$ cat config.mk
export PLATFORM = sky130hd
export DESIGN_NAME = idde_fifo
export DESIGN_NICKNAME = d
export VERILOG_FILES = /design/src/idde_pkg.sv /design/src/idde_fifo.sv
export SDC_FILE = /design/constraint.sdc
export NUM_CORES = 1
export LEC_CHECK = 0
export ABC_AREA = 1
export BUFFER_PORTS_ARGS = -buffer_cell sky130_fd_sc_hd__buf_4
export CAP_MARGIN = 20
export CORE_UTILIZATION = 57
export DETAILED_ROUTE_END_ITERATION = 12
export PLACE_DENSITY = 0.86
export SLEW_MARGIN = 10
export SYNTH_ARGS = -nofsm -noshare
export SYNTH_HDL_FRONTEND = slang
export SYNTH_SLANG_ARGS = --single-unit
$ cat constraint.sdc
create_clock -name clk_i -period 10.15 [get_ports clk_i]
set_input_delay 2.5375 -clock clk_i [delete_from_list [all_inputs] [get_ports clk_i]]
set_output_delay 2.5375 -clock clk_i [all_outputs]
set_load 0.02 [all_outputs]
$ cat src/idde_pkg.sv
// Package for the disk density evaluator: field widths, register codes,
// the exponential table function and the structs passed between modules.
// Used by every module in src; no dependencies of its own.
`default_nettype none
package idde_pkg;
  localparam int unsigned ImageWidth   = 256;
  localparam int unsigned ImageHeight  = 256;
  localparam int unsigned ExpTableSize = 256;
  localparam int unsigned ExpSpan      = 16;
  localparam int unsigned ExpIdxW      = $clog2(ExpTableSize);
  localparam int unsigned AddrW        = 16;
  localparam int unsigned CfgIdxW      = 3;
  localparam int unsigned PixW         = 32;
  localparam int unsigned DensW        = 48;
  localparam int unsigned InW          = 1 + 16 + 32 + 3 * 32;
  localparam int unsigned InDataW      = ((InW - 1 + 7) / 8) * 8;
  localparam int unsigned OutDataW     = 48;

  typedef enum logic [CfgIdxW-1:0] {
    RegSinAngle   = 3'd0,
    RegCosAngle   = 3'd1,
    RegCosTilt    = 3'd2,
    RegInvPixel   = 3'd3,
    RegCenterCol  = 3'd4,
    RegCenterRow  = 3'd5,
    RegInvHeight  = 3'd6,
    RegDensNorm   = 3'd7
  } reg_idx_e;

  typedef struct packed {
    logic signed [15:0] sin_angle;
    logic signed [15:0] cos_angle;
    logic [14:0]        cos_tilt;
    logic [31:0]        inv_pixel_size;
    logic [24:0]        center_col;
    logic [24:0]        center_row;
    logic [31:0]        inv_height_scale;
    logic [31:0]        density_norm;
  } cfg_t;

  // queued command between the front and the back
  typedef struct packed {
    logic              is_query;
    logic              in_image;
    logic [AddrW-1:0]  addr;
    logic [PixW-1:0]   wdata;
    logic [ExpIdxW-1:0] eidx;
    logic [31:0]       efrac;
    logic              ezero;
  } cmd_t;

  // exponential table entries, Q1.32 in 33 bits
  function automatic logic [32:0] exp_entry(input int unsigned i);
    logic [63:0] step, h, sum, term, r, e;
    step = (64'(ExpSpan) << 32) / 64'(ExpTableSize);
    h = step >> 1;
    sum = 64'd1 << 32;
    term = sum;
    for (int k = 1; k <= 16; k++) begin
      term = ((term * h) >> 32) / 64'(k);
      if ((k % 2) == 1) sum = sum - term;
      else sum = sum + term;
    end
    r = (sum * sum + 64'h8000_0000) >> 32;
    e = 64'd1 << 32;
    for (int unsigned k = 1; k <= i; k++) e = (e * r + 64'h8000_0000) >> 32;
    return e[32:0];
  endfunction
endpackage
`default_nettype wire

$ cat src/idde_fifo.sv
// Short command queue decoupling front and back ends.
// Depends on idde_pkg.
`default_nettype none
module idde_fifo (
  input  wire logic           clk_i,
  input  wire logic           rst_ni,
  input  wire logic           wr_valid_i,
  output logic                wr_ready_o,
  input  wire idde_pkg::cmd_t wr_data_i,
  output logic                rd_valid_o,
  input  wire logic           rd_ready_i,
  output idde_pkg::cmd_t      rd_data_o
);
  idde_pkg::cmd_t mem_q [4];
  logic [2:0] wp_q, rp_q;
  logic wr, rd;
  assign wr_ready_o = (wp_q - rp_q) != 3'd4;
  assign rd_valid_o = wp_q != rp_q;
  assign wr = wr_valid_i && wr_ready_o;
  assign rd = rd_valid_o && rd_ready_i;
  assign rd_data_o = mem_q[rp_q[1:0]];
  always_ff @(posedge clk_i or negedge rst_ni) begin
    if (!rst_ni) begin
      wp_q <= '0; rp_q <= '0;
    end else begin
      if (wr) wp_q <= wp_q + 3'd1;
      if (rd) rp_q <= rp_q + 3'd1;
    end
  end
  always_ff @(posedge clk_i) begin
    if (wr) mem_q[wp_q[1:0]] <= wr_data_i;
  end
endmodule
`default_nettype wire

* Word-level counts from Yosys, hierarchy flattened
Memories as Yosys holds them, arrays and structs flattened.
Cells that the tools add are included.
** Word-level totals
- Output and inout bits :: 93
- Latch bits :: 0
- Logic and storage cells :: 12
- Input bits :: 95
- ROM bits :: 0
- RAM bits :: 364
- Flip-flop bits (word level) :: 6
- Memories kept :: 1
** Cells by class
- Bitwise operators :: 0
- Add/subtract/negate cells :: 3
- Div/mod/pow operators :: 0
- Reduce and logical (&&, ||, !) cells :: 2
- Shifts and indexed selects :: 0
- Equality and inequality tests :: 2
- $lt $le $gt $ge :: 0
- Multipliers :: 0
- Muxes and demuxes :: 2
** Memories
- mem_q :: depth 4, width 91, read ports 1, clocked after memory_dff 0, wr ports 1, RTL line idde_fifo.sv:14 : idde_pkg::cmd_t mem_q [4];
** Operators by type and width (count)
- 3-bit by 1-bit adder with 3-bit output, second input constant :: 2
- 3-bit inequality test :: 1
- 3-bit inequality test, second input constant :: 1
- 3-bit subtractor :: 1
- 1-bit logical AND :: 2
- 1-bit 2-to-1 mux :: 2

* Longest topological paths before layout
Gate-level depths: netlist of run 1.
- Depth after elaboration :: 5
- Depth in mapped cells :: 12
- Gate-level depth less buffers :: 10

* Worst setup path before layout of run 1
Ideal clock, no wire load.
- Path kind :: input port to flip-flop
- Start point :: in wr_valid_i
- End point :: mem mem_q[0][0] in the netlist's numbering, enable pin
- Path buffers :: 0
- Setup slack :: 3.197 ns
- Data arrival time :: 6.411 ns
- Required time :: 9.609 ns
- Stages :: 2
- Library setup time :: 0.541 ns
- Cell sequence :: nand2_2 > nor2_1
** On the way
- Longest elaborated chain between the ends :: 3
** Ends and longest elaborated chain
- start: declaration :: RTL line idde_fifo.sv:7 : input wire logic wr_valid_i,
- 1-bit logical AND :: RTL line idde_fifo.sv:19 : assign wr = wr_valid_i && wr_ready_o;
- 1-bit 2-to-1 mux :: RTL line idde_fifo.sv:31 : if (wr) mem_q[wp_q[1:0]] <= wr_data_i;
- 1-bit 2-to-1 mux (implied by the code) :: RTL line idde_fifo.sv:31
- end: declaration :: RTL line idde_fifo.sv:14
No other way between the ends.

==> flow_metrics.env, run 1 <==
export IMPL_status="finished clean"
export IMPL_crit_slowest_cell="dfrtp_4"
export IMPL_synth_top_area_share_pct=78.14
export IMPL_dp_hpwl_um=15680
export IMPL_synth_seq_area_share_pct=79.21
export IMPL_leakage_nw=5.837
export IMPL_pwr_share_comb_pct=37.1
export IMPL_row_count=56
export IMPL_vias=8478
export IMPL_gp_congestion=0.7245
export IMPL_dieHeight_um=158.7
export IMPL_synth_area_sq_mm=0.01399
export IMPL_dr_pass1_iters=5
export IMPL_grt_max_degree=108
export IMPL_final_cells=1470
export IMPL_grt_pass1_vias=8344
export IMPL_cts_resized=0
export IMPL_startpoint_type="flip-flop"
export IMPL_syn_inst=944
export IMPL_ys_warn_count=0
export IMPL_fmaxAchievable_mhz=169.2
export IMPL_num_nets_final=1224
export IMPL_path_common_cell="buf_4"
export IMPL_die_w_um=158.7
export IMPL_first_iter_violations=646
export IMPL_cts_sinks=370
export IMPL_crit_required_ns=7.61
export IMPL_ys_types=23
export IMPL_setup_tns_ns=0
export IMPL_worstMarginPinSlew_ns=0.9965
export IMPL_clock_skew_ns=0.01475
export IMPL_dieArea_sq_mm=0.02517
export IMPL_seq_power_share_pct=39.2
export IMPL_syn_to_final_growth_pct=19.45
export IMPL_cts_setup_buffers=0
export IMPL_core_area_sq_mm=0.02375
export IMPL_cp_slowest_stage_delay_ns=0.79
export IMPL_synthFlopType="edfxtp_1"
export IMPL_io_pins=188
export IMPL_p_clk_share_pct=23.7
export IMPL_finalSetupViolations=0
export IMPL_ys_seq_elements=370
export IMPL_worst_ep_arrival_time_ns=3.37
export IMPL_drc=0
export IMPL_cts_tree="yes"
export IMPL_synth_net_count=1046
export IMPL_ctsHtreeMaxLevel=2
export IMPL_drive_gt1_share_pct=22.68
export IMPL_period_share_pct=58.23
export IMPL_max_slew_margin_pct=33.57
export IMPL_cts_root_buf="clkbuf_16"
export IMPL_async_flop_share_pct=1.622
export IMPL_ir_drop_mv=0.2900
export IMPL_synth_top_area_cell="edfxtp_1"
export IMPL_min_path_type="reg -> reg"
export IMPL_cts_max_path_buffers=3
export IMPL_synth_edf_count=364
export IMPL_grt_ovfl_total=0
export IMPL_grt_pass1_wl_um=42850
export IMPL_port_buffers=187
export IMPL_drv_slew=0
export IMPL_path_cells="inv_6 -> buf_4 -> buf_16 -> o21ai_1 -> o22ai_1 -> buf_4"
export IMPL_end_kind="output port"
export IMPL_stdcell_area_sq_mm=0.01671
export IMPL_placed_cell_area_sq_mm=0.01547
export IMPL_numPlacedInstances=1401
export IMPL_detail_route_antenna_nets=0
export IMPL_switching_power_w=0.002064
export IMPL_cap_viol_max_count=0
export IMPL_synth_area_top_cells="edfxtp_1 78%, nor2_1 5.0%, o22ai_1 4.1%"
export IMPL_p_int_w=0.003587
export IMPL_wire_per_inst_um=19.49
export IMPL_viasPerCell=5.767
export IMPL_crit_type="reg -> out"
export IMPL_clk_pin_slew_worst_paths_ns=0.06
export IMPL_hold_violations=0
export IMPL_synth_common_cells="364 x edfxtp_1, 185 x nor2_1, 103 x o21ai_0, 91 x o22ai_1, 80 x o21ai_1"
export IMPL_numCtsBuffers=37
export IMPL_wirelength_um=28650
export IMPL_min_period_ns=5.910
export IMPL_p_sw_share_pct=36.53
export IMPL_clk_latency_ns=0.52
export IMPL_rsz0062_at_grt="no"
export IMPL_cts_hold_buf=0
export IMPL_path_max_fanout=90
export IMPL_track_usage_pct=22.69
export IMPL_diodes=0
export IMPL_hold_ws_ns=0.5402
export IMPL_syn_avg_cell_area_sq_um=14.82
export IMPL_start_util_pct=58.89
export IMPL_antenna_found_initial=0
export IMPL_powerDensity_mw_per_mm2=338.2
export IMPL_synth_most_common_cell="edfxtp_1"
[registers in the layout, summed over array words and instances (netlist names)]
name,cells
wp_q,3
mem_q,364
rp_q,3
[power by group through the flow]
stage	registers, W	clock network (W)	logic [W]
floorplan	0.00221	0	0.00139
global placement	0.00223	0	0.00205
detailed placement	0.00224	0	0.00208
CTS	0.00221	0.00136	0.00210
global route	0.00224	0.00142	0.00226
finish	0.00221	0.00134	0.00210
[kinds of logic after synthesis]
group / synth area share [%]
compound gates: 10.65
flops: 79.21
buf+inv: 3.551
fa+ha+maj: 0.6261
xor+xnor: 0.06262
simple gates: 5.895
[area by class of cell]
class / instances / area (sq um)
Fill cell: 1501 / 7043
Inverter: 15 / 65.06
Multi-Input combinational cell: 499 / 2434
Clock buffer: 46 / 1002
Timing Repair Buffer: 199 / 1514
Clock inverter: 22 / 210.2
Tap cell: 319 / 399.1
Sequential cell: 370 / 11090
[worst max-delay path, delay by kind of cell, from the launching register on]
| family | cells | cell delay, ns |
|---|---|---|
| AOI/OAI and AO/OA | 2 | 0.38 |
| DFF | 1 | 0.79 |
| buffers and inverters | 4 | 1.53 |
[cells in the final DEF (no fill, tap or decap)]
master and instances:
bufinv_16 4, xor2_1 1, dfrtp_1 4, clkinv_2 5, clkbuf_1 7, nand2_1 25, edfxtp_1 364, o21ai_0 103
nor2_1 182, inv_1 11, o22ai_1 91, a21oi_1 1, buf_4 198, o21ai_1 80, inv_4 1, dfrtp_2 1
nor2_4 3, clkbuf_16 39, nand2_2 1, inv_6 2, clkinv_4 1, inv_2 1, clkinv_1 10, dfrtp_4 1
buf_16 1, ha_1 7, nand3_1 4, nand3_2 1, clkinvlp_4 2
[per-layer routing]
| metal | global-route usage [%] | wire (um) |
|---|---|---|
| met1 | 28.41 | 11280 |
| met2 | 38.68 | 14370 |
| met3 | 5.063 | 2338 |
| met4 | 8.745 | 660 |
| met5 | 0 | 0 |
[path summary, 6_finish.rpt]
path                                     endpoint                 from  depth (start not counted)  slack [ns]
min in group asynchronous     wp_q[2]$_DFFE_PN0P_               rst_ni                          1        1.82
max                                 rd_data_o[63]  rp_q[0]$_DFFE_PN0P_                          6        4.24
min reg2reg                   wp_q[2]$_DFFE_PN0P_  wp_q[2]$_DFFE_PN0P_                          2        0.54
min                           wp_q[2]$_DFFE_PN0P_  wp_q[2]$_DFFE_PN0P_                          2        0.54
max reg2reg                mem_q[0][14]$_DFFE_PP_  rp_q[0]$_DFFE_PN0P_                         10        5.57
max in group asynchronous     rp_q[0]$_DFFE_PN0P_               rst_ni                          1        8.20
[through the flow]
| step | setup WS (ns) | total power [W] | utilization [%] |
|---|---|---|---|
| after floorplan | 3.197 | 0.003603 | - |
| after global placement | 4.652 | 0.004273 | 65.13 |
| after detailed placement | 4.548 | 0.004326 | 65.13 |
| after CTS | 3.994 | 0.005668 | 70.23 |
| after global routing | 4.054 | 0.005915 | 70.35 |
| final | 4.240 | 0.005651 | 70.35 |
(Power assumes the default switching activity.)
==> run 2, diff against run 1 <==
==> constraint.sdc (replaced) <==
create_clock -name clk_i -period 5.8 [get_ports clk_i]
set_input_delay 1.45 -clock clk_i [delete_from_list [all_inputs] [get_ports clk_i]]
set_output_delay 1.45 -clock clk_i [all_outputs]
set_load 0.02 [all_outputs]
==> run 2 against run 1 <==
Sequential cell count did not move; sequential share of layout area rose by 0.11 points; cell count fell by 0.34%; clock skew barely moved; core utilization fell by 0.12 points; first-iteration DRC count rose by 10%; setup slack got worse by 3.3 ns; total power rose by 74%; non-clock buffer count did not move; combinational power rose by 75%; sequential power rose by 77%.
==> flow_metrics.env, run 2 (synthesis results as in run 1) <==
export IMPL_power_total_w=0.009854
export IMPL_leakage_nw=5.816
export IMPL_cts_max_path_buffers=3
export IMPL_cts_hold_buf=0
export IMPL_io_pins=188
export IMPL_row_count=56
export IMPL_pwr_share_comb_pct=37.2
export IMPL_ir_drop_mv=0.4080
export IMPL_hold_violations=0
export IMPL_setup_tns_ns=0
export IMPL_mostFrequentLayoutCell="edfxtp_1"
export IMPL_drv_slew=0
export IMPL_cap_viol_max_count=0
export IMPL_wire_per_inst_um=20.00
export IMPL_grt_ovfl_total=0
export IMPL_detail_route_antenna_nets=0
export IMPL_layout_common_cells="364 x edfxtp_1, 195 x buf_4, 182 x nor2_1"
export IMPL_startpoint_type="flip-flop"
export IMPL_drive_gt1_share_pct=22.43
export IMPL_ctsHtreeMaxLevel=2
export IMPL_die_w_um=158.7
export IMPL_cts_root_buf="clkbuf_16"
export IMPL_worstMarginPinSlew_ns=1.084
export IMPL_crit_type="reg -> out"
export IMPL_rsz0062_at_grt="no"
export IMPL_diodes=0
export IMPL_dp_hpwl_um=16320
export IMPL_min_period_ns=4.815
export IMPL_viasPerCell=5.805
export IMPL_port_buffers=187
export IMPL_vias=8505
export IMPL_gp_congestion=0.7509
export IMPL_worst_ep_arrival_time_ns=3.36
export IMPL_drc=0
export IMPL_seq_power_share_pct=39.7
export IMPL_clock_skew_ns=0.01486
export IMPL_fmaxAchievable_mhz=207.7
export IMPL_finalSetupViolations=0
export IMPL_clk_latency_ns=0.51
export IMPL_grt_pass1_vias=8184
export IMPL_dieArea_sq_mm=0.02517
export IMPL_max_slew_margin_pct=27.71
export IMPL_start_util_pct=58.89
export IMPL_cts_setup_buffers=0
export IMPL_antenna_found_initial=0
export IMPL_p_int_w=0.006237
export IMPL_clk_pin_slew_worst_paths_ns=0.06
export IMPL_end_kind="output port"
export IMPL_core_area_sq_mm=0.02375
export IMPL_first_iter_violations=713
export IMPL_crit_required_ns=4.35
export IMPL_largest_reg_flops=364
export IMPL_track_usage_pct=23.16
export IMPL_status="finished clean"
export IMPL_powerDensity_mw_per_mm2=590.7
export IMPL_p_sw_share_pct=36.71
export IMPL_grt_pass1_wl_um=43660
export IMPL_min_path_type="reg -> reg"
export IMPL_hold_ws_ns=0.5430
export IMPL_wirelength_um=29300
export IMPL_path_max_fanout=106
export IMPL_cts_resized=0
export IMPL_dieHeight_um=158.7
export IMPL_switching_power_w=0.003617
export IMPL_numCtsBuffers=37
export IMPL_grt_max_degree=153
export IMPL_p_clk_share_pct=23.1
export IMPL_cts_tree="yes"
export IMPL_period_share_pct=83.02
export IMPL_num_nets_final=1224
export IMPL_dr_pass1_iters=5
export IMPL_cts_sinks=370
export IMPL_syn_to_final_growth_pct=19.25
run 2: layout make-up:
type	count	area (sq um)
Clock buffer	44	952.2
Clock inverter	19	193.9
Fill cell	1502	7072
Inverter	15	65.06
Multi-Input combinational cell	499	2434
Sequential cell	370	11090
Tap cell	319	399.1
Timing Repair Buffer	199	1551
run 2: power groups by stage:
| stage | registers [W] | logic, W | clock network [W] |
|---|---|---|---|
| 6_report | 0.00391 | 0.00367 | 0.00227 |
| 5_1_grt | 0.00397 | 0.00395 | 0.00240 |
| 4_1_cts | 0.00391 | 0.00367 | 0.00230 |
| 3_5_place_dp | 0.00396 | 0.00364 | 0 |
| 3_3_place_gp | 0.00393 | 0.00355 | 0 |
| 2_1_floorplan | 0.00388 | 0.00243 | 0 |
run 2: stage by stage:
step	area (sq um)	setup WS, ns	utilization, %	instances
finish	16680	0.9851	70.23	1465
detailed placement	15510	1.493	65.29	1401
global route	16680	0.7994	70.23	1465
global placement	15510	1.588	65.29	1401
CTS	16650	0.9941	70.11	1464
floorplan	13990	-0.06517	-	944
run 2: metal layers:
| layer | GRT usage (%) | part of all wire, % |
|---|---|---|
| met3 | 5.362 | 7.5 |
| met2 | 39.77 | 51 |
| met5 | 0 | 0 |
| met4 | 6.364 | 1.5 |
| met1 | 29.66 | 40 |
run 2: final timing paths:
check                                          from                      to  slack [ns]  cells past startpoint
worst max-delay path            rp_q[0]$_DFFE_PN0P_              wr_ready_o        0.99                      8
worst min-delay path            wp_q[2]$_DFFE_PN0P_     wp_q[2]$_DFFE_PN0P_        0.54                      2
worst max register to register  rp_q[0]$_DFFE_PN0P_  mem_q[2][41]$_DFFE_PP_        1.42                      9
worst min register to register  wp_q[2]$_DFFE_PN0P_     wp_q[2]$_DFFE_PN0P_        0.54                      2
max in group asynchronous                    rst_ni     rp_q[1]$_DFFE_PN0P_        4.91                      1
min in group asynchronous                    rst_ni     rp_q[0]$_DFFE_PN0P_        0.74                      1
run 2: critical path: stages (launching register included):
cell	delay, ns
dfrtp_4	0.92
buf_4	0.88
ha_1	0.30
inv_1	0.06
nand2_1	0.05
nand2_1	0.05
nand2_1	0.07
nand3_2	0.14
buf_4	0.20
